File: src/rtl/lidar_point_to_world_xyz_macros.svh
// Assertion macros for the lidar point converter.
// Used by the top level only; expects clk_i and rst_ni in scope.
`ifndef LIDAR_POINT_TO_WORLD_XYZ_MACROS_SVH
`define LIDAR_POINT_TO_WORLD_XYZ_MACROS_SVH

// Check that a condition implies another in the same cycle
`define LP2W_ASSERT_SAME(lbl, ante, cons, msg) \
  lbl: assert property (@(posedge clk_i) disable iff (!rst_ni) (ante) |-> (cons)) \
    else $error(msg);

// Check that a condition implies another in the next cycle
`define LP2W_ASSERT_NEXT(lbl, ante, cons, msg) \
  lbl: assert property (@(posedge clk_i) disable iff (!rst_ni) (ante) |=> (cons)) \
    else $error(msg);

`endif

File: src/rtl/lp2w_pkg.sv
// Shared types, constants and helper functions of the lidar point converter.
// No dependencies.
`timescale 1ns / 1ps

package lp2w_pkg;

  // Angle units: 1/64 degree, interpolated angles carry 8 more fraction bits
  localparam int TURN_U        = 23040;
  localparam int TURN_F        = TURN_U * 256;
  localparam int HALF_F        = TURN_F / 2;
  localparam int QUARTER_F     = TURN_F / 4;
  localparam int ANG_W         = 23;
  localparam int Z_W           = 24;
  localparam int XY_W          = 19;
  localparam int CORDIC_STAGES = 18;
  localparam int CORDIC_X0     = 39797;
  localparam int ARM_RESET     = 400;
  localparam int ARM_W         = 12;
  localparam int MID_DEPTH     = 4;

  // Transaction handed from the front end to the back end
  typedef struct packed {
    logic [ANG_W-1:0] angle;
    logic [ANG_W-1:0] yaw;
    logic [15:0]      range;
    logic [7:0]       quality;
  } work_t;

  // Side data carried along the CORDIC stages
  typedef struct packed {
    logic        neg_a;
    logic        neg_y;
    logic [15:0] range;
    logic [7:0]  quality;
  } side_t;

  typedef struct packed {
    logic full;
    logic empty;
  } fifo_stat_t;

  typedef struct packed {
    logic ready;
    logic first_valid;
    logic last_valid;
  } front_stat_t;

  // Arctangent table in units of 1/16384 degree, rounded to nearest
  function automatic logic signed [Z_W-1:0] cordic_atan(input int i);
    logic signed [Z_W-1:0] r;
    case (i)
      0:       r = 24'sd737280;
      1:       r = 24'sd435242;
      2:       r = 24'sd229970;
      3:       r = 24'sd116736;
      4:       r = 24'sd58595;
      5:       r = 24'sd29326;
      6:       r = 24'sd14667;
      7:       r = 24'sd7334;
      8:       r = 24'sd3667;
      9:       r = 24'sd1833;
      10:      r = 24'sd917;
      11:      r = 24'sd458;
      12:      r = 24'sd229;
      13:      r = 24'sd115;
      14:      r = 24'sd57;
      15:      r = 24'sd29;
      16:      r = 24'sd14;
      17:      r = 24'sd7;
      default: r = '0;
    endcase
    return r;
  endfunction

  // Saturate a signed whole-mm value to 16 bits
  function automatic logic [15:0] sat16(input logic signed [40:0] v);
    logic [15:0] r;
    if (v > 41'sd32767) begin
      r = 16'h7FFF;
    end else if (v < -41'sd32768) begin
      r = 16'h8000;
    end else begin
      r = v[15:0];
    end
    return r;
  endfunction

endpackage

File: src/rtl/lp2w_front.sv
// Front end: accepts samples, drops those that give no point, and
// computes the interpolated sample angle and the reduced yaw. Uses lp2w_pkg.
`timescale 1ns / 1ps

module lp2w_front #(
  parameter int POINTS_PER_PACKET = 12
) (
  input  logic                   clk_i,
  input  logic                   rst_ni,
  input  logic                   in_valid_i,
  input  logic [15:0]            start_angle_raw_i,
  input  logic [15:0]            end_angle_raw_i,
  input  logic [3:0]             sample_index_i,
  input  logic [15:0]            range_mm_i,
  input  logic [7:0]             sample_quality_i,
  input  logic signed [15:0]     yaw_angle_i,
  input  logic                   scanning_i,
  input  lp2w_pkg::fifo_stat_t   fifo_stat_i,
  output logic                   out_valid_o,
  output lp2w_pkg::work_t        out_item_o,
  output lp2w_pkg::front_stat_t  stat_o
);

  localparam int DIV = POINTS_PER_PACKET - 1;
  localparam int RK  = lp2w_pkg::ANG_W + $clog2(DIV);
  localparam logic [63:0] RECIP = ((64'd1 << RK) + 64'(DIV) - 64'd1) / 64'(DIV);
  localparam logic signed [16:0] TurnS  = 17'(lp2w_pkg::TURN_U);
  localparam logic signed [16:0] Turn2S = 17'(2 * lp2w_pkg::TURN_U);
  localparam logic [14:0] TurnU15 = 15'(lp2w_pkg::TURN_U);
  localparam logic [27:0] TurnF28 = 28'(lp2w_pkg::TURN_F);

  logic [4:0] vld_q;
  logic       en;
  logic       keep;

  // Stage 1: reduced start, end and yaw
  logic [14:0] s1_start_q, s1_end_q, s1_start_d, s1_end_d, s1_yaw_d, s1_yaw_q;
  logic [3:0]  s1_idx_q;
  logic [15:0] s1_range_q;
  logic [7:0]  s1_qual_q;
  logic signed [16:0] yaw_ext;

  // Stage 2: span
  logic [14:0] s2_start_q, s2_span_q, s2_yaw_q;
  logic [14:0] s2_span_d;
  logic signed [15:0] span_diff;
  logic [3:0]  s2_idx_q;
  logic [15:0] s2_range_q;
  logic [7:0]  s2_qual_q;

  // Stage 3: step by reciprocal multiply
  logic [14:0] s3_start_q, s3_yaw_q;
  logic [22:0] s3_step_q;
  logic [55:0] recip_prod;
  logic [3:0]  s3_idx_q;
  logic [15:0] s3_range_q;
  logic [7:0]  s3_qual_q;

  // Stage 4: index times step
  logic [14:0] s4_start_q, s4_yaw_q;
  logic [26:0] s4_off_q;
  logic [15:0] s4_range_q;
  logic [7:0]  s4_qual_q;

  // Stage 5: wrapped angle
  lp2w_pkg::work_t s5_item_q;
  logic [27:0]     ang_sum;

  assign en = ~(vld_q[4] & fifo_stat_i.full);
  assign keep = in_valid_i & scanning_i & (range_mm_i != 16'd0) &
                ({2'b00, sample_index_i} < 6'(POINTS_PER_PACKET));

  // Advance the valid chain; drop samples that give no point
  always_ff @(posedge clk_i or negedge rst_ni) begin
    if (!rst_ni) begin
      vld_q <= '0;
    end else if (en) begin
      vld_q <= {vld_q[3:0], keep};
    end
  end

  // Reduce angles modulo one turn
  always_comb begin
    s1_start_d = (start_angle_raw_i[14:0] >= TurnU15) ?
                 start_angle_raw_i[14:0] - TurnU15 : start_angle_raw_i[14:0];
    s1_end_d   = (end_angle_raw_i[14:0] >= TurnU15) ?
                 end_angle_raw_i[14:0] - TurnU15 : end_angle_raw_i[14:0];
    yaw_ext = {yaw_angle_i[15], yaw_angle_i};
    if (yaw_ext >= TurnS) begin
      s1_yaw_d = 15'(yaw_ext - TurnS);
    end else if (yaw_ext < -TurnS) begin
      s1_yaw_d = 15'(yaw_ext + Turn2S);
    end else if (yaw_ext < 17'sd0) begin
      s1_yaw_d = 15'(yaw_ext + TurnS);
    end else begin
      s1_yaw_d = 15'(yaw_ext);
    end
  end

  // Wrap the packet span
  always_comb begin
    span_diff = $signed({1'b0, s1_end_q}) - $signed({1'b0, s1_start_q});
    s2_span_d = (span_diff < 16'sd0) ? 15'(span_diff + 16'(lp2w_pkg::TURN_U))
                                     : 15'(span_diff);
  end

  assign recip_prod = 56'({s2_span_q, 8'h00}) * 56'(RECIP[24:0]);
  assign ang_sum = {5'd0, s4_start_q, 8'h00} + {1'b0, s4_off_q};

  // Pipeline payload
  always_ff @(posedge clk_i) begin
    if (en) begin
      s1_start_q <= s1_start_d;
      s1_end_q   <= s1_end_d;
      s1_yaw_q   <= s1_yaw_d;
      s1_idx_q   <= sample_index_i;
      s1_range_q <= range_mm_i;
      s1_qual_q  <= sample_quality_i;

      s2_start_q <= s1_start_q;
      s2_span_q  <= s2_span_d;
      s2_yaw_q   <= s1_yaw_q;
      s2_idx_q   <= s1_idx_q;
      s2_range_q <= s1_range_q;
      s2_qual_q  <= s1_qual_q;

      s3_start_q <= s2_start_q;
      s3_step_q  <= 23'(recip_prod >> RK);
      s3_yaw_q   <= s2_yaw_q;
      s3_idx_q   <= s2_idx_q;
      s3_range_q <= s2_range_q;
      s3_qual_q  <= s2_qual_q;

      s4_start_q <= s3_start_q;
      s4_off_q   <= 27'(s3_idx_q) * 27'(s3_step_q);
      s4_yaw_q   <= s3_yaw_q;
      s4_range_q <= s3_range_q;
      s4_qual_q  <= s3_qual_q;

      s5_item_q.angle   <= (ang_sum >= TurnF28) ? 23'(ang_sum - TurnF28) : 23'(ang_sum);
      s5_item_q.yaw     <= {s4_yaw_q, 8'h00};
      s5_item_q.range   <= s4_range_q;
      s5_item_q.quality <= s4_qual_q;
    end
  end

  assign out_valid_o        = vld_q[4] & ~fifo_stat_i.full;
  assign out_item_o         = s5_item_q;
  assign stat_o.ready       = en;
  assign stat_o.first_valid = vld_q[0];
  assign stat_o.last_valid  = vld_q[4];

endmodule

File: config.mk
export PLATFORM = sky130hd
export DESIGN_NAME = lp2w_front
export DESIGN_NICKNAME = d
export VERILOG_FILES = /design/src/rtl/lidar_point_to_world_xyz_macros.svh /design/src/rtl/lp2w_pkg.sv /design/src/rtl/lp2w_front.sv
export SDC_FILE = /design/constraint.sdc
export NUM_CORES = 1
export LEC_CHECK = 0
export ABC_AREA = 1
export BUFFER_PORTS_ARGS = -buffer_cell sky130_fd_sc_hd__buf_2
export CORE_ASPECT_RATIO = 1.1
export CORE_MARGIN = 10
export CORE_UTILIZATION = 55
export CTS_CLUSTER_SIZE = 40
export DETAILED_ROUTE_END_ITERATION = 6
export GPL_TIMING_DRIVEN = 0
export PLACE_DENSITY_LB_ADDON = 0.1
export SLEW_MARGIN = 30
export SYNTH_ARGS = -nofsm -noshare
export SYNTH_HDL_FRONTEND = slang
export SYNTH_SLANG_ARGS = --single-unit
File: constraint.sdc
create_clock -name clk_i -period 16.57 [get_ports clk_i]
set_input_delay 2.4855 -clock clk_i [delete_from_list [all_inputs] [get_ports clk_i]]
set_output_delay 2.4855 -clock clk_i [all_outputs]
set_load 0.005 [all_outputs]
==> results.json <==
{
  "status": "complete, no violations",
  "syn_area_sq_um": 21800,
  "clock_skew_ns": 0.0217,
  "yosys_warnings": 0,
  "clkTransAtPathRegs_ns": 0.06,
  "antenna_found_initial": 2,
  "slew_headroom_pct": 60.8,
  "timing.final.crit_share_pct": 35.4,
  "grt_max_degree": 53,
  "yosys.area.top_type": "edfxtp_1",
  "dieHeight_microns": 229,
  "clockBufferDepth": 3,
  "synthCells": 1929,
  "multi_input_area_sq_um": 9300,
  "num-fill-cells": 3202,
  "crit_slowest_cell": "nand2_4",
  "cts_made_buffers": 37,
  "h-tree-depth": 2,
  "synth_ff_type": "edfxtp_1",
  "hold_violations": 0,
  "register_area_sq_um": 11100,
  "max_stage_delay_ns": 0.26,
  "root_buffer": "clkbuf_16",
  "post_cts_buffers": 0,
  "clock_latency_ns": 0.54,
  "postCtsHoldBufs": 0,
  "slew_violations": 0,
  "worst-path-buf-inv": 4,
  "yosysMostFrequentCell": "inv_1",
  "critPathTopFamily": "buffers and inverters",
  "die_area_sq_um": 48100,
  "grt_use_total_pct": 18.4,
  "io_pins": 156,
  "vias": 13500,
  "layout.nets": 2534,
  "cp_cell_sequence": "buf_2 -> nand2_4 -> buf_12 -> buf_4 -> buf_2",
  "grt_setup_unrepaired": "no",
  "layout-drive-gt1-share_pct": 11.8,
  "yosys-top-cells-count": "371 x inv_1, 364 x edfxtp_1, 328 x nand2_1",
  "port_buffers": 143,
  "yosys_register_bits": 369,
  "setup_viol": 0,
  "hold_class": "reg2reg",
  "synth-async-reset-ratio_pct": 1.36,
  "dpl.hpwl_microns": 35800,
  "yosysSeqAreaShare_pct": 50.6,
  "drt_wl_total_microns": 43900,
  "vias_per_cell": 5.06,
  "tightest_slew_ns": 0.584,
  "synth.area.top_cells": "edfxtp_1 50%, fa_1 12%, ha_1 11%",
  "grt_pass1_vias": 13900,
  "crit_path_max_fanout": 36,
  "synth_area_per_cell_sq_um": 11.3,
  "synth-edff-count": 364,
  "grt_pass1_wl_microns": 70800,
  "synthToLayoutAreaGrowth_pct": 12.5,
  "synth_top_area_share_pct": 50.0,
  "crit_top_cell": "buf_2",
  "drtPass1Iterations": 5,
  "synth.distinct_cells": 45,
  "cp.arrival_ns": 3.38,
  "die_w_microns": 210,
  "fin_tns_setup_ns": 0,
  "maxCapViolCount": 0,
  "start_kind": "input pin",
  "fmax_mhz": 171,
  "overflow": 0,
  "cts_sinks": 369,
  "rows": 76,
  "drc": 0,
  "cts_tree": "yes",
  "core_sq_um": 39200,
  "routabilityCongestion": 0.921,
  "start_util_pct": 55.8,
  "cts_resized": 0,
  "critPathCaptureType": "output port",
  "crit_type": "in2out",
  "wl_per_cell_microns": 16.5,
  "ant_nets": 0,
  "finalCriticalPeriod_ns": 5.86,
  "drt_iter0_drc": 704,
  "required_ns": 14.08
}
==> registers in the layout (all words and copies together), names as in the netlist, 16 cells and up <==
register    cells
out_item_o     62
s4_off_q       24
s3_step_q      20
s1_range_q     16
s2_range_q     16
s3_range_q     16
s4_range_q     16
==> metal layers <==
| layer | GRT usage, % | share of wire (%) | up-vias |
|---|---|---|---|
| li1 | - | - | 6781 |
| met1 | 22.6 | 42 | 6396 |
| met2 | 32.8 | 52 | 231 |
| met3 | 2.82 | 3.6 | 61 |
| met4 | 5.44 | 2.2 | 0 |
| met5 | 0 | 0 | - |
==> cells by family after synthesis <==
kind of cell / count (synthesis) / share of synthesized area, %
multiplexers: 2 / 0.103
XOR/XNOR: 71 / 2.85
AO/OA/AOI/OAI: 202 / 5.18
other: 1 / 0.0172
buffers and inverters: 396 / 6.99
adder cells (fa/ha/maj): 326 / 23.1
flip-flops: 369 / 50.6
AND/OR/NAND/NOR: 562 / 11.1
==> worst register-to-register path, cell delays in order (launching register included) <==
cell and delay (ns):
edfxtp_1 0.54, fa_1 0.58, inv_1 0.06, fa_1 0.51, inv_1 0.10, fa_1 0.51
inv_1 0.05, fa_1 0.47, inv_1 0.05, fa_1 0.52, inv_1 0.05, fa_1 0.52
inv_1 0.04, ha_1 0.31, a21oi_1 0.19, o21ai_0 0.10, a21oi_1 0.34, o21ai_0 0.21
nand2_1 0.12, nand2_1 0.05, nand2_1 0.05, nand2_1 0.07
==> final timing paths <==
kind / startpoint / endpoint / slack (ns) / cells past startpoint
worst min-delay path: s4_off_q[6] / out_item_o[53] / 0.41 / 0
worst min register to register: s4_off_q[6] / out_item_o[53] / 0.41 / 0
worst max-delay path: fifo_stat_i[1] / stat_o[2] / 10.71 / 5
max in group asynchronous: rst_ni / vld_q[1] / 14.70 / 1
min in group asynchronous: rst_ni / vld_q[4] / 1.75 / 1
worst max register to register: s2_span_q[3] / s3_step_q[10] / 10.84 / 21
==> per-stage QoR <==
stage               std cells  utilization, %  setup WS [ns]  hold WS [ns]  instance area (sq um)
finish                   2661            62.8          10.71         0.414                  24600
global route             2661            62.8          10.57         0.416                  24600
floorplan                1936               -           3.01         0.400                  21900
global placement         2586            59.3          0.170         0.400                  23200
detailed placement       2594            59.8          10.69         0.405                  23400
CTS                      2659            62.7          10.70         0.414                  24600
==> placed cells by master (no fill, tap or decap), drive strengths merged, types with 3 or more instances in the layout <==
cell and count:
nor4 13, nor3 14, a21oi 104, xor2 47, inv 379, xnor2 24, clkinv 11, dfrtp 5
bufinv 3, o211ai 6, clkbuf 54, nand3 66, fa 130, o21bai 3, conb 8, nand4 18
nand2 346, edfxtp 364, a21o 8, nor2 100, o21a 6, ha 196, buf 162, a31oi 3
clkinvlp 3, o21ai 61, a211oi 3
==> cell type report <==
cell class                      count  share of cell area [%]
Sequential cell                   369                    45.0
Multi-Input combinational cell   1171                    37.8
Inverter                          376                    5.74
Clock buffer                       45                    3.89
Timing Repair Buffer              151                    3.72
Tap cell                          507                    2.58
Clock inverter                     20                   0.804
Buffer                             20                   0.473
Antenna cell                        2                  0.0204
Power is left out: the tool's default activity adds up to more than one toggle a clock period on the data nets, which glitch-free logic cannot reach.
