--- config.mk ---
export PLATFORM = sky130hd
export DESIGN_NAME = lp2w_fifo
export DESIGN_NICKNAME = d
export VERILOG_FILES = /design/src/rtl/lidar_point_to_world_xyz_macros.svh /design/src/rtl/lp2w_pkg.sv /design/src/rtl/lp2w_fifo.sv
export SDC_FILE = /design/constraint.sdc
export NUM_CORES = 1
export LEC_CHECK = 0
export BUFFER_PORTS_ARGS = -buffer_cell sky130_fd_sc_hd__buf_2
export CAP_MARGIN = 20
export CORE_ASPECT_RATIO = 1.75
export CORE_MARGIN = 8
export CORE_UTILIZATION = 45
export CTS_BUF_LIST = sky130_fd_sc_hd__clkbuf_2
export DETAILED_ROUTE_END_ITERATION = 8
export GPL_TIMING_DRIVEN = 0
export PLACE_DENSITY = 0.68
export SYNTH_ARGS = -nofsm -noshare
export SYNTH_HDL_FRONTEND = slang
export SYNTH_SLANG_ARGS = --single-unit
export TNS_END_PERCENT = 30
--- constraint.sdc ---
create_clock -name clk_i -period 1.48 [get_ports clk_i]
set_input_delay 0.074 -clock clk_i [delete_from_list [all_inputs] [get_ports clk_i]]
set_output_delay 0.074 -clock clk_i [all_outputs]
set_load 0.02 [all_outputs]
--- src/rtl/lidar_point_to_world_xyz_macros.svh ---
// Assertion macros for the lidar point converter.
// Used by the top level only; expects clk_i and rst_ni in scope.
`ifndef LIDAR_POINT_TO_WORLD_XYZ_MACROS_SVH
`define LIDAR_POINT_TO_WORLD_XYZ_MACROS_SVH

// Check that a condition implies another in the same cycle
`define LP2W_ASSERT_SAME(lbl, ante, cons, msg) \
  lbl: assert property (@(posedge clk_i) disable iff (!rst_ni) (ante) |-> (cons)) \
    else $error(msg);

// Check that a condition implies another in the next cycle
`define LP2W_ASSERT_NEXT(lbl, ante, cons, msg) \
  lbl: assert property (@(posedge clk_i) disable iff (!rst_ni) (ante) |=> (cons)) \
    else $error(msg);

`endif

--- src/rtl/lp2w_pkg.sv ---
// Shared types, constants and helper functions of the lidar point converter.
// No dependencies.
`timescale 1ns / 1ps

package lp2w_pkg;

  // Angle units: 1/64 degree, interpolated angles carry 8 more fraction bits
  localparam int TURN_U        = 23040;
  localparam int TURN_F        = TURN_U * 256;
  localparam int HALF_F        = TURN_F / 2;
  localparam int QUARTER_F     = TURN_F / 4;
  localparam int ANG_W         = 23;
  localparam int Z_W           = 24;
  localparam int XY_W          = 19;
  localparam int CORDIC_STAGES = 18;
  localparam int CORDIC_X0     = 39797;
  localparam int ARM_RESET     = 400;
  localparam int ARM_W         = 12;
  localparam int MID_DEPTH     = 4;

  // Transaction handed from the front end to the back end
  typedef struct packed {
    logic [ANG_W-1:0] angle;
    logic [ANG_W-1:0] yaw;
    logic [15:0]      range;
    logic [7:0]       quality;
  } work_t;

  // Side data carried along the CORDIC stages
  typedef struct packed {
    logic        neg_a;
    logic        neg_y;
    logic [15:0] range;
    logic [7:0]  quality;
  } side_t;

  typedef struct packed {
    logic full;
    logic empty;
  } fifo_stat_t;

  typedef struct packed {
    logic ready;
    logic first_valid;
    logic last_valid;
  } front_stat_t;

  // Arctangent table in units of 1/16384 degree, rounded to nearest
  function automatic logic signed [Z_W-1:0] cordic_atan(input int i);
    logic signed [Z_W-1:0] r;
    case (i)
      0:       r = 24'sd737280;
      1:       r = 24'sd435242;
      2:       r = 24'sd229970;
      3:       r = 24'sd116736;
      4:       r = 24'sd58595;
      5:       r = 24'sd29326;
      6:       r = 24'sd14667;
      7:       r = 24'sd7334;
      8:       r = 24'sd3667;
      9:       r = 24'sd1833;
      10:      r = 24'sd917;
      11:      r = 24'sd458;
      12:      r = 24'sd229;
      13:      r = 24'sd115;
      14:      r = 24'sd57;
      15:      r = 24'sd29;
      16:      r = 24'sd14;
      17:      r = 24'sd7;
      default: r = '0;
    endcase
    return r;
  endfunction

  // Saturate a signed whole-mm value to 16 bits
  function automatic logic [15:0] sat16(input logic signed [40:0] v);
    logic [15:0] r;
    if (v > 41'sd32767) begin
      r = 16'h7FFF;
    end else if (v < -41'sd32768) begin
      r = 16'h8000;
    end else begin
      r = v[15:0];
    end
    return r;
  endfunction

endpackage

--- src/rtl/lp2w_fifo.sv ---
// Small register queue between the front and back ends.
// Uses lp2w_pkg for the status type.
`timescale 1ns / 1ps

module lp2w_fifo #(
  parameter int WIDTH = 8,
  parameter int DEPTH = 4
) (
  input  logic                 clk_i,
  input  logic                 rst_ni,
  input  logic                 push_i,
  input  logic [WIDTH-1:0]     wdata_i,
  input  logic                 pop_i,
  output logic [WIDTH-1:0]     rdata_o,
  output lp2w_pkg::fifo_stat_t stat_o
);

  localparam int PW = (DEPTH > 1) ? $clog2(DEPTH) : 1;

  logic [WIDTH-1:0] mem_q [DEPTH];
  logic [PW-1:0]    wr_q, rd_q;
  logic [PW:0]      cnt_q;

  // Advance pointers and count
  always_ff @(posedge clk_i or negedge rst_ni) begin
    if (!rst_ni) begin
      wr_q  <= '0;
      rd_q  <= '0;
      cnt_q <= '0;
    end else begin
      if (push_i) begin
        wr_q <= (wr_q == PW'(DEPTH - 1)) ? '0 : wr_q + 1'b1;
      end
      if (pop_i) begin
        rd_q <= (rd_q == PW'(DEPTH - 1)) ? '0 : rd_q + 1'b1;
      end
      cnt_q <= cnt_q + (PW+1)'(push_i) - (PW+1)'(pop_i);
    end
  end

  // Store entries
  always_ff @(posedge clk_i) begin
    if (push_i) begin
      mem_q[wr_q] <= wdata_i;
    end
  end

  assign rdata_o      = mem_q[rd_q];
  assign stat_o.full  = (cnt_q == (PW+1)'(DEPTH));
  assign stat_o.empty = (cnt_q == '0);

endmodule

==> results of run 1 <==
cells in the final DEF (no fill, tap or decap), types with 2 or more instances in the layout:
master,instances
mux2_2,2
buf_2,18
dlygate4sd3_1,12
inv_1,5
dfrtp_1,6
buf_6,4
mux4_2,8
buf_4,2
o21ai_0,2
and2_1,4
clkbuf_2,7
edfxtp_1,32
ha_1,5
layout make-up:
type	instances	area share, %
clock inverter	1	0.252
timing repair buffer	36	14.6
inverter	6	1.13
multi-input combinational	31	20.9
clock buffer	7	1.76
sequential	39	57.2
tap	45	2.83
buffer	2	1.26
timing repair:
action | CTS | global route
setup buffers | 1 | 1
hold buffers | 11 | 1
endpoints found under the setup margin | 10 | 10
gates resized for setup | 3 | 12
cloned | 0 | 1
hold endpoints to repair | 43 | 5
per-layer routing:
metal	GRT usage [%]	vias up	wire length [µm]
met5	0	-	0
met4	5.28	0	51
met3	3.70	5	158
met2	18.0	23	1480
met1	9.98	410	996
li1	-	381	-
how the worst min path moves through the flow:
stage	startpoint	end	slack (ns)	cells past startpoint
2_1_floorplan	rst_ni	cnt_q[0]	-0.22	0
3_3_place_gp	rst_ni	rd_q[1]	-0.08	1
3_5_place_dp	rst_ni	rd_q[0]	-0.08	1
4_1_cts	rst_ni	rd_q[1]	0.003	2
5_1_grt	pop_i	cnt_q[0]	0.19	4
6_report	pop_i	cnt_q[0]	0.20	4
critical path, delay by kind of cell, from the launching register on:
kind	cells	cell delay, ns
buffers and inverters	2	0.31
DFF	1	0.47
muxes	1	0.50
report_power, final:
part | switching, mW | total, mW | internal [mW]
combinational | 0.729 | 1.51 | 0.782
sequential | 0.125 | 1.57 | 1.45
clock | 0.312 | 0.442 | 0.129
sequential cells by signal, indices dropped and copies added (netlist names):
register  cells
mem_q        32
cnt_q         3
rd_q          2
wr_q          2
metrics by stage:
| stage | setup slack (ns) | hold slack, ns |
|---|---|---|
| floorplan | -0.0642 | -0.222 |
| global placement | -0.0978 | -0.0806 |
| detailed placement | -0.187 | -0.0803 |
| finish | -0.252 | 0.199 |
| CTS | -0.269 | 0.00272 |
| global route | -0.321 | 0.191 |
cells by family after synthesis:
family / count (synthesis)
compound gates: 2
buf+inv: 8
xor+xnor: 2
mux: 10
fa+ha+maj: 8
simple gates: 9
flops: 39
==> metrics, run 1 <==
Avg WL per Cell 16.1 µm; Placed Area 1730 µm²; R2R Setup Slk -0.20 ns; reg2reg end cnt_q[2]; Register-to-Register Path Depth 7; Starting Density 46.5%; first-pass GRT wire length 4220 µm; Routed WL 2680 µm; register area share after synthesis 72.6%; post-synthesis mux area share 12.9%; Post-synth EDFFs 32; final instance area 1990 µm²; Max Cap Viol 0; Clk pin slew, worst setup/hold paths 0.18 ns; Synth Flop Type edfxtp_1; drt via density 4.90; worst path cell trace clkbuf_16 -> mux4_2 -> buf_6; Initial DRC Count 19; worst path required time 1.41 ns; clock net sink count 39; yosys warns 0; total grt overflow 0; vias in the first global route 904; maximum vdd drop 0.00106 V; Power per Cell Area 1770 nW/µm²; WS Path Type flop to primary output; CP max-delay cell mux4_2; top post-synthesis cells by area edfxtp_1 61%, mux4_2 12%, dfrtp_1 11%, ha_1 5.6%, and2_1 1.6%; CP max stage delay 0.50 ns; Placed Cells 144; cell with the most instances after synthesis edfxtp_1; Slew @ Worst Pin 0.418 ns; worst flop-to-flop path startpoint cnt_q[0]; Final Critical Period 1.73 ns; largest net degree at the start of global routing 12; crit path from rd_q[0]; root buffer cell clkbuf_2; die area 5700 µm²; post-DP HPWL 1850 µm; Setup TNS -2.12 ns; violated checks negative setup slack; most frequent cells after synthesis 32 x edfxtp_1, 8 x mux4_2, 7 x dfrtp_1, 7 x ha_1, 6 x inv_1; IO Pins 22; xor/xnor cell area share of the yosys netlist 1.12%; final hold violations 0; post-synth top area share 61.4%; fraction of registers with async set/reset 17.9%; Placer Congestion 0.690; drt first pass iters 4; Synth Register Bits 39; Area growth, synth to finish 26.9%; Synth area leader edfxtp_1; H-tree levels 2; Layout Skew 0.0178 ns; row cnt 28; IO buf count 21; Die W 60.6 µm; worst-path fanout max 4; Post-Synth Adder-Cell Area 6.87%; Synth Cell Area 1570 µm²; syn nets 98; Vias 819; cell count after synthesis 78; Critical Path AT 1.66 ns; fill cell count 272; clk_lat worst skew 0.38 ns; Final period util 117%; antenna violations before repair 0; Final ANT Viol Nets 0; outcome finished with violations; RSZ-0062 raised after global routing yes; simple-gate share of the synthesized area 3.36%; DR DRC count 0; Slew headroom 72.1%; CTS buffer count 5; # setup viols final 10; GRT Overall Usage 10.3%; min setup slack post-route -0.252 ns; final core utilization 59.1%; Max Slew Vio Count 0; post-synthesis compound-gate area fraction 0.639%; core footprint 3360 µm²; crit end category primary output; Register Area 1140 µm²; Critical Path End rdata_o[5]; maximum clock path buffer count 2; crit path launch type flop; total power 3.53 mW; overall die height 94.0 µm; Unique masters post-synth 18; multi-input logic area 415 µm²; TritonCTS clock tree built; share of layout cells above drive strength 1 41.0%; main combinational cell family by area after synthesis multiplexers; final net count 141; P_leak 0.767 nW; Syn Area/Cell 20.1 µm²; Post-Layout Cell Count 167; worst hold path type primary input to flop; Fmax achieved 577 MHz; n_diodes 0
(Power assumes the default switching activity.)
==> inputs of run 2 (changes only) <==
--- a/config.mk
+++ b/config.mk
@@ -13,7 +13,7 @@
 export CTS_BUF_LIST = sky130_fd_sc_hd__clkbuf_2
 export DETAILED_ROUTE_END_ITERATION = 8
 export GPL_TIMING_DRIVEN = 0
-export PLACE_DENSITY = 0.68
+export PLACE_DENSITY_LB_ADDON = 0.15
 export SYNTH_ARGS = -nofsm -noshare
 export SYNTH_HDL_FRONTEND = slang
 export SYNTH_SLANG_ARGS = --single-unit
==> run 2 against run 1 <==
The flow still finishes with violations (negative setup slack); utilization is 0.33 points higher; first-iteration DRC count is 47% lower; combinational power is 5% higher; global-route usage hardly changed; cell count is 1.2% lower; hold slack got worse by 0.16 ns; highest routed layer unchanged.
==> metrics, run 2 (synthesized netlist as in run 1, its figures left out) <==
total grt overflow 0 (unchanged); clock net sink count 39 (unchanged); max reg flops 32 (unchanged); IO Pins 22 (unchanged); Max Cap Viol 0 (unchanged); RSZ-0062 raised after global routing yes (unchanged); n_diodes 0 (unchanged); drt via density 4.90 (about the same); Max Slew Vio Count 0 (unchanged); post-DP HPWL 1760 µm (was 1850 µm); row cnt 28 (unchanged); Initial DRC Count 10 (was 19); Power per Cell Area 1790 nW/µm² (was 1770 nW/µm²); biggest regs mem_q: 32 flops, cnt_q: 3 flops (unchanged); met3 wire len 119 µm (was 158 µm); Critical Path AT 1.61 ns (was 1.66 ns); outcome finished with violations (unchanged); Placed Cells 144 (unchanged); Final ANT Viol Nets 0 (unchanged); WL met2 1380 µm (was 1480 µm); Fmax achieved 594 MHz (was 577 MHz); total power 3.58 mW (was 3.53 mW); Starting Density 46.5% (unchanged); die area 5700 µm² (unchanged); crit path launch type flop (unchanged); fill cell count 275 (was 272); Area growth, synth to finish 27.7% (was 26.9%); Vias 809 (was 819); Layout Skew 0.0122 ns (was 0.0178 ns); root buffer cell clkbuf_2 (unchanged); Slew @ Worst Pin 0.433 ns (was 0.418 ns); vias in the first global route 865 (was 904); IO buf count 21 (unchanged); # setup viols final 9 (was 10); largest net degree at the start of global routing 12 (unchanged); DR DRC count 0 (unchanged); final net count 140 (was 141); Placed Area 1730 µm² (unchanged); Die W 60.6 µm (unchanged); final hold violations 0 (unchanged); worst hold path type primary input to async pin (was primary input to flop); min setup slack post-route -0.204 ns (was -0.252 ns); WS Path Type flop to primary output (unchanged); commonest non-fill, non-tap cell in the layout edfxtp_1 (unchanged); clk_lat worst skew 0.37 ns (was 0.38 ns); overall die height 94.0 µm (unchanged); met1 WL 1030 µm (was 996 µm); H-tree levels 2 (unchanged); first-pass GRT wire length 4150 µm (was 4220 µm); Slew headroom 71.1% (was 72.1%); Final period util 114% (was 117%); Placer Congestion 0.649 (was 0.690); TritonCTS clock tree built (unchanged); Avg WL per Cell 15.7 µm (was 16.1 µm); drt first pass iters 4 (unchanged); antenna violations before repair 0 (unchanged); Clk pin slew, worst setup/hold paths 0.18 ns (about the same); GRT Overall Usage 10.3% (about the same); maximum vdd drop 0.000861 V (was 0.00106 V); final instance area 2000 µm² (was 1990 µm²); Routed WL 2590 µm (was 2680 µm); share of layout cells above drive strength 1 41.7% (was 41.0%); maximum clock path buffer count 2 (unchanged); Post-Layout Cell Count 165 (was 167); worst-path fanout max 4 (unchanged); core footprint 3360 µm² (unchanged); max layer used met4 (unchanged); Largest Register mem_q (unchanged); leading cell types in the layout, fill and taps excluded 32 x edfxtp_1, 14 x buf_2, 11 x dlygate4sd3_1 (was 32 x edfxtp_1, 18 x buf_2, 12 x dlygate4sd3_1); P_leak 0.767 nW (about the same); violated checks negative setup slack (unchanged); CTS buffer count 5 (unchanged); worst path required time 1.41 ns (about the same); Final Critical Period 1.68 ns (was 1.73 ns); crit end category primary output (unchanged)
==> run 2: cell types whose count changed in the layout (fill, tap and decap cells not counted), moves of 2 or more <==
| cell | before | now |
|---|---|---|
| and2_1 | 4 | 2 |
| and2_2 | 0 | 2 |
| buf_6 | 4 | 8 |
| buf_2 | 18 | 14 |
| clkbuf_2 | 7 | 5 |
==> run 2: what timing repair did <==
item	4_1_cts	5_1_grt
hold buffers	11	0
endpoints found under the setup margin	10	26
resized for setup	2	23
gates cloned	0	1
buffers inserted	1	1
endpoints found under the hold margin	43	0
==> run 2: power breakdown <==
part	internal, mW	switching, mW	leakage [nW]
Sequential	1.45	0.122	0.376
Clock	0.100	0.319	0.0262
Combinational	0.861	0.729	0.364
Total	2.41	1.17	0.767
==> run 2: cell type report <==
class / instances / area [µm²] / share of cell area (%)
plain buffers: 2 / 25.0 / 1.25
inverters: 6 / 22.5 / 1.13
clock buffers: 5 / 25.0 / 1.25
well taps: 45 / 56.3 / 2.82
flip-flops and latches: 39 / 1140 / 56.9
multi-input cells: 31 / 418 / 20.9
clock inverters: 2 / 8.76 / 0.438
repair buffers: 35 / 305 / 15.3
==> run 2: final timing paths <==
kind                               start         end  slack, ns  cells after the start
worst max-delay path             rd_q[0]  rdata_o[6]      -0.20                      3
worst min-delay path              rst_ni    cnt_q[1]       0.03                      2
worst max register to register  cnt_q[0]    cnt_q[2]      -0.13                      7
worst min register to register  cnt_q[2]    cnt_q[2]       0.52                      1
max in group asynchronous         rst_ni     rd_q[0]       1.26                      2
min in group clk_i                 pop_i    cnt_q[0]       0.22                      4
==> run 2: stage by stage <==
| step | setup slack (ns) | TNS [ns] | util, % | hold WS, ns |
|---|---|---|---|---|
| final | -0.204 | -1.66 | 59.4 | 0.0344 |
| after floorplan | -0.0642 | -0.0642 | - | -0.222 |
| after detailed placement | -0.126 | -0.126 | 51.4 | -0.0777 |
| after global placement | -0.108 | -0.108 | 51.4 | -0.0820 |
| after global routing | -0.307 | -2.69 | 59.4 | 0.000281 |
| after CTS | -0.257 | -2.05 | 56.1 | 0.0105 |
==> run 2: worst max-delay path: stages, from the launching register on <==
cell and delay, ns:
dfrtp_2 0.45, clkbuf_16 0.16, mux4_2 0.50, buf_6 0.15
==> run 2: layer usage <==
layer  vias up  GRT usage [%]
met1       403           10.4
met4         0           5.87
met2        23           17.3
met3         5           3.98
met5         -              0
li1        378              -
==> inputs of run 3 (changes only) <==
==> constraint.sdc (replaced) <==
create_clock -name clk_i -period 1.5 [get_ports clk_i]
set_input_delay 0.15 -clock clk_i [delete_from_list [all_inputs] [get_ports clk_i]]
set_output_delay 0.15 -clock clk_i [all_outputs]
set_load 0.02 [all_outputs]
==> run 3 against run 2 <==
Routed wire length about the same; first-iteration DRC count down 10%; the flow still finishes with violations (negative setup slack); sequential cell count unchanged; utilization down 0.82 points; die area unchanged; clock skew up 0.0035 ns; clock-buffer cell count unchanged; combinational power down 3%.
==> metrics, run 3 (synthesized netlist as in run 1, its figures left out) <==
H-tree levels 2 (unchanged); setup slack at placement -0.106 ns (was -0.126 ns); Clk pwr share 11.8% (was 11.7%); # setup viols final 9 (unchanged); CTS buffer count 5 (unchanged); final hold violations 0 (unchanged); Max Cap Viol 0 (unchanged); R2R Setup Slk -0.09 ns (was -0.13 ns); biggest regs mem_q: 32 flops, cnt_q: 3 flops (unchanged); core footprint 3360 µm² (unchanged); worst path cell trace clkbuf_16 -> mux4_2 -> buf_6 (unchanged); worst path required time 1.35 ns (was 1.41 ns); post-DP HPWL 1760 µm (unchanged); die area 5700 µm² (unchanged); drt first pass iters 4 (unchanged); Clk pin slew, worst setup/hold paths 0.18 ns (about the same); fill cell count 280 (was 275); Placed Area 1730 µm² (unchanged); Fmax achieved 568 MHz; worst-path fanout max 4 (unchanged); P_leak 0.757 nW (was 0.767 nW); Initial DRC Count 9 (was 10); overall die height 94.0 µm (unchanged); Crit path max-delay family multiplexers (unchanged); WP buf/inv 2 (unchanged); Comb power frac 44.2% (was 44.4%); Slew @ Worst Pin 0.433 ns (about the same); Starting Density 46.5% (unchanged); worst hold path type primary input to flop (was primary input to async pin); first-pass GRT wire length 4180 µm (was 4150 µm); IO buf count 21 (unchanged); crit path launch type flop (unchanged); Critical Path AT 1.61 ns (about the same); max reg flops 32 (unchanged); Post-Layout Cell Count 163 (was 165); total grt overflow 0 (unchanged); Avg WL per Cell 15.9 µm (was 15.7 µm); final instance area 1970 µm² (was 2000 µm²); min setup slack post-route -0.259 ns (was -0.204 ns); Layout Skew 0.0158 ns (was 0.0122 ns); n_diodes 0 (unchanged); Final Critical Period 1.76 ns; Largest Register mem_q (unchanged); clk_lat worst skew 0.37 ns (about the same); worst flop-to-flop path startpoint cnt_q[0] (unchanged); total power 3.51 mW (was 3.58 mW); sequential power share 44.0% (was 43.9%); Setup TNS -2.06 ns (was -1.66 ns); Slew headroom 71.1% (about the same); outcome finished with violations (unchanged); clock net sink count 39 (unchanged); share of layout cells above drive strength 1 41.5% (was 41.7%); violated checks negative setup slack (unchanged); Power per Cell Area 1780 nW/µm² (was 1790 nW/µm²); Area growth, synth to finish 25.9% (was 27.7%); drt via density 4.97 (was 4.90); final core utilization 58.6% (was 59.4%); internal power 2.36 mW (was 2.41 mW); WS Path Type flop to primary output (unchanged); final net count 138 (was 140); P_sw 1.14 mW (was 1.17 mW); root buffer cell clkbuf_2 (unchanged); CP max-delay cell mux4_2 (unchanged); maximum clock path buffer count 2 (unchanged); reg2reg end cnt_q[2] (unchanged); GRT Overall Usage 10.4% (was 10.3%); TritonCTS clock tree built (unchanged); vias in the first global route 873 (was 865); crit end category primary output (unchanged); commonest non-fill, non-tap cell in the layout edfxtp_1 (unchanged); Die W 60.6 µm (unchanged); WHS 0.0412 ns (was 0.0344 ns); Placed Cells 144 (unchanged); antenna violations before repair 0 (unchanged); worst hold start push_i; Max Slew Vio Count 0 (unchanged); leading cell types in the layout, fill and taps excluded 32 x edfxtp_1, 14 x buf_2, 9 x dlygate4sd3_1 (was 32 x edfxtp_1, 14 x buf_2, 11 x dlygate4sd3_1); Final ANT Viol Nets 0 (unchanged); switching share of power 32.7% (about the same); row cnt 28 (unchanged); DR DRC count 0 (unchanged); largest net degree at the start of global routing 12 (unchanged); Hold EP wr_q[1]; Final period util 117%; Register-to-Register Path Depth 7 (unchanged); IO Pins 22 (unchanged); CP max stage delay 0.50 ns (about the same); Vias 810 (was 809); maximum vdd drop 0.000859 V (was 0.000861 V); Routed WL 2590 µm (about the same); Hold Path Stages 2; RSZ-0062 raised after global routing yes (unchanged); Placer Congestion 0.649 (unchanged)
==> run 3: cell types whose count changed in the layout (fill, tap and decap cells not counted), sizes merged <==
cell         change
dlygate4sd3      -2
==> run 3: worst max path at each step <==
| stage | end | slack [ns] | cells past startpoint | from |
|---|---|---|---|---|
| 2_1_floorplan | cnt_q[2] | -0.04 | 7 | cnt_q[0] |
| 3_3_place_gp | cnt_q[2] | -0.09 | 7 | cnt_q[0] |
| 3_5_place_dp | cnt_q[2] | -0.11 | 7 | cnt_q[0] |
| 4_1_cts | rdata_o[4] | -0.31 | 3 | rd_q[0] |
| 5_1_grt | rdata_o[1] | -0.36 | 3 | rd_q[0] |
| 6_report | rdata_o[6] | -0.26 | 3 | rd_q[0] |
==> run 3: final cells by class <==
type                    count  area [µm²]  area share [%]
inverters                   6        22.5            1.14
clock buffers               5        25.0            1.27
repair buffers             33         285            14.5
clock inverters             2        8.76           0.444
plain buffers               2        25.0            1.27
multi-input cells          31         410            20.8
flip-flops and latches     39        1140            57.7
well taps                  45        56.3            2.86
==> run 3: per-layer routing <==
metal  wire, µm  GRT usage, %  part of all wire (%)
met3        104          3.84                   4.0
met5          0             0                     0
met4         59          5.87                   2.3
met1       1040          10.5                    40
met2       1390          17.4                    54
==> run 3: repair_timing <==
action | 4_1_cts | 5_1_grt
hold endpoints to repair | 39 | 0
resized for setup | 2 | 22
gates cloned | 0 | 1
buffers inserted | 1 | 1
hold buffers | 9 | 0
endpoints found under the setup margin | 9 | 20
==> run 3: power groups by stage <==
stage | registers, mW | logic, mW | clock network (mW)
5_1_grt | 1.57 | 1.70 | 0.485
6_report | 1.54 | 1.55 | 0.413
4_1_cts | 1.53 | 1.28 | 0.433
2_1_floorplan | 1.52 | 0.907 | 0
3_5_place_dp | 1.55 | 1.23 | 0
3_3_place_gp | 1.54 | 1.19 | 0
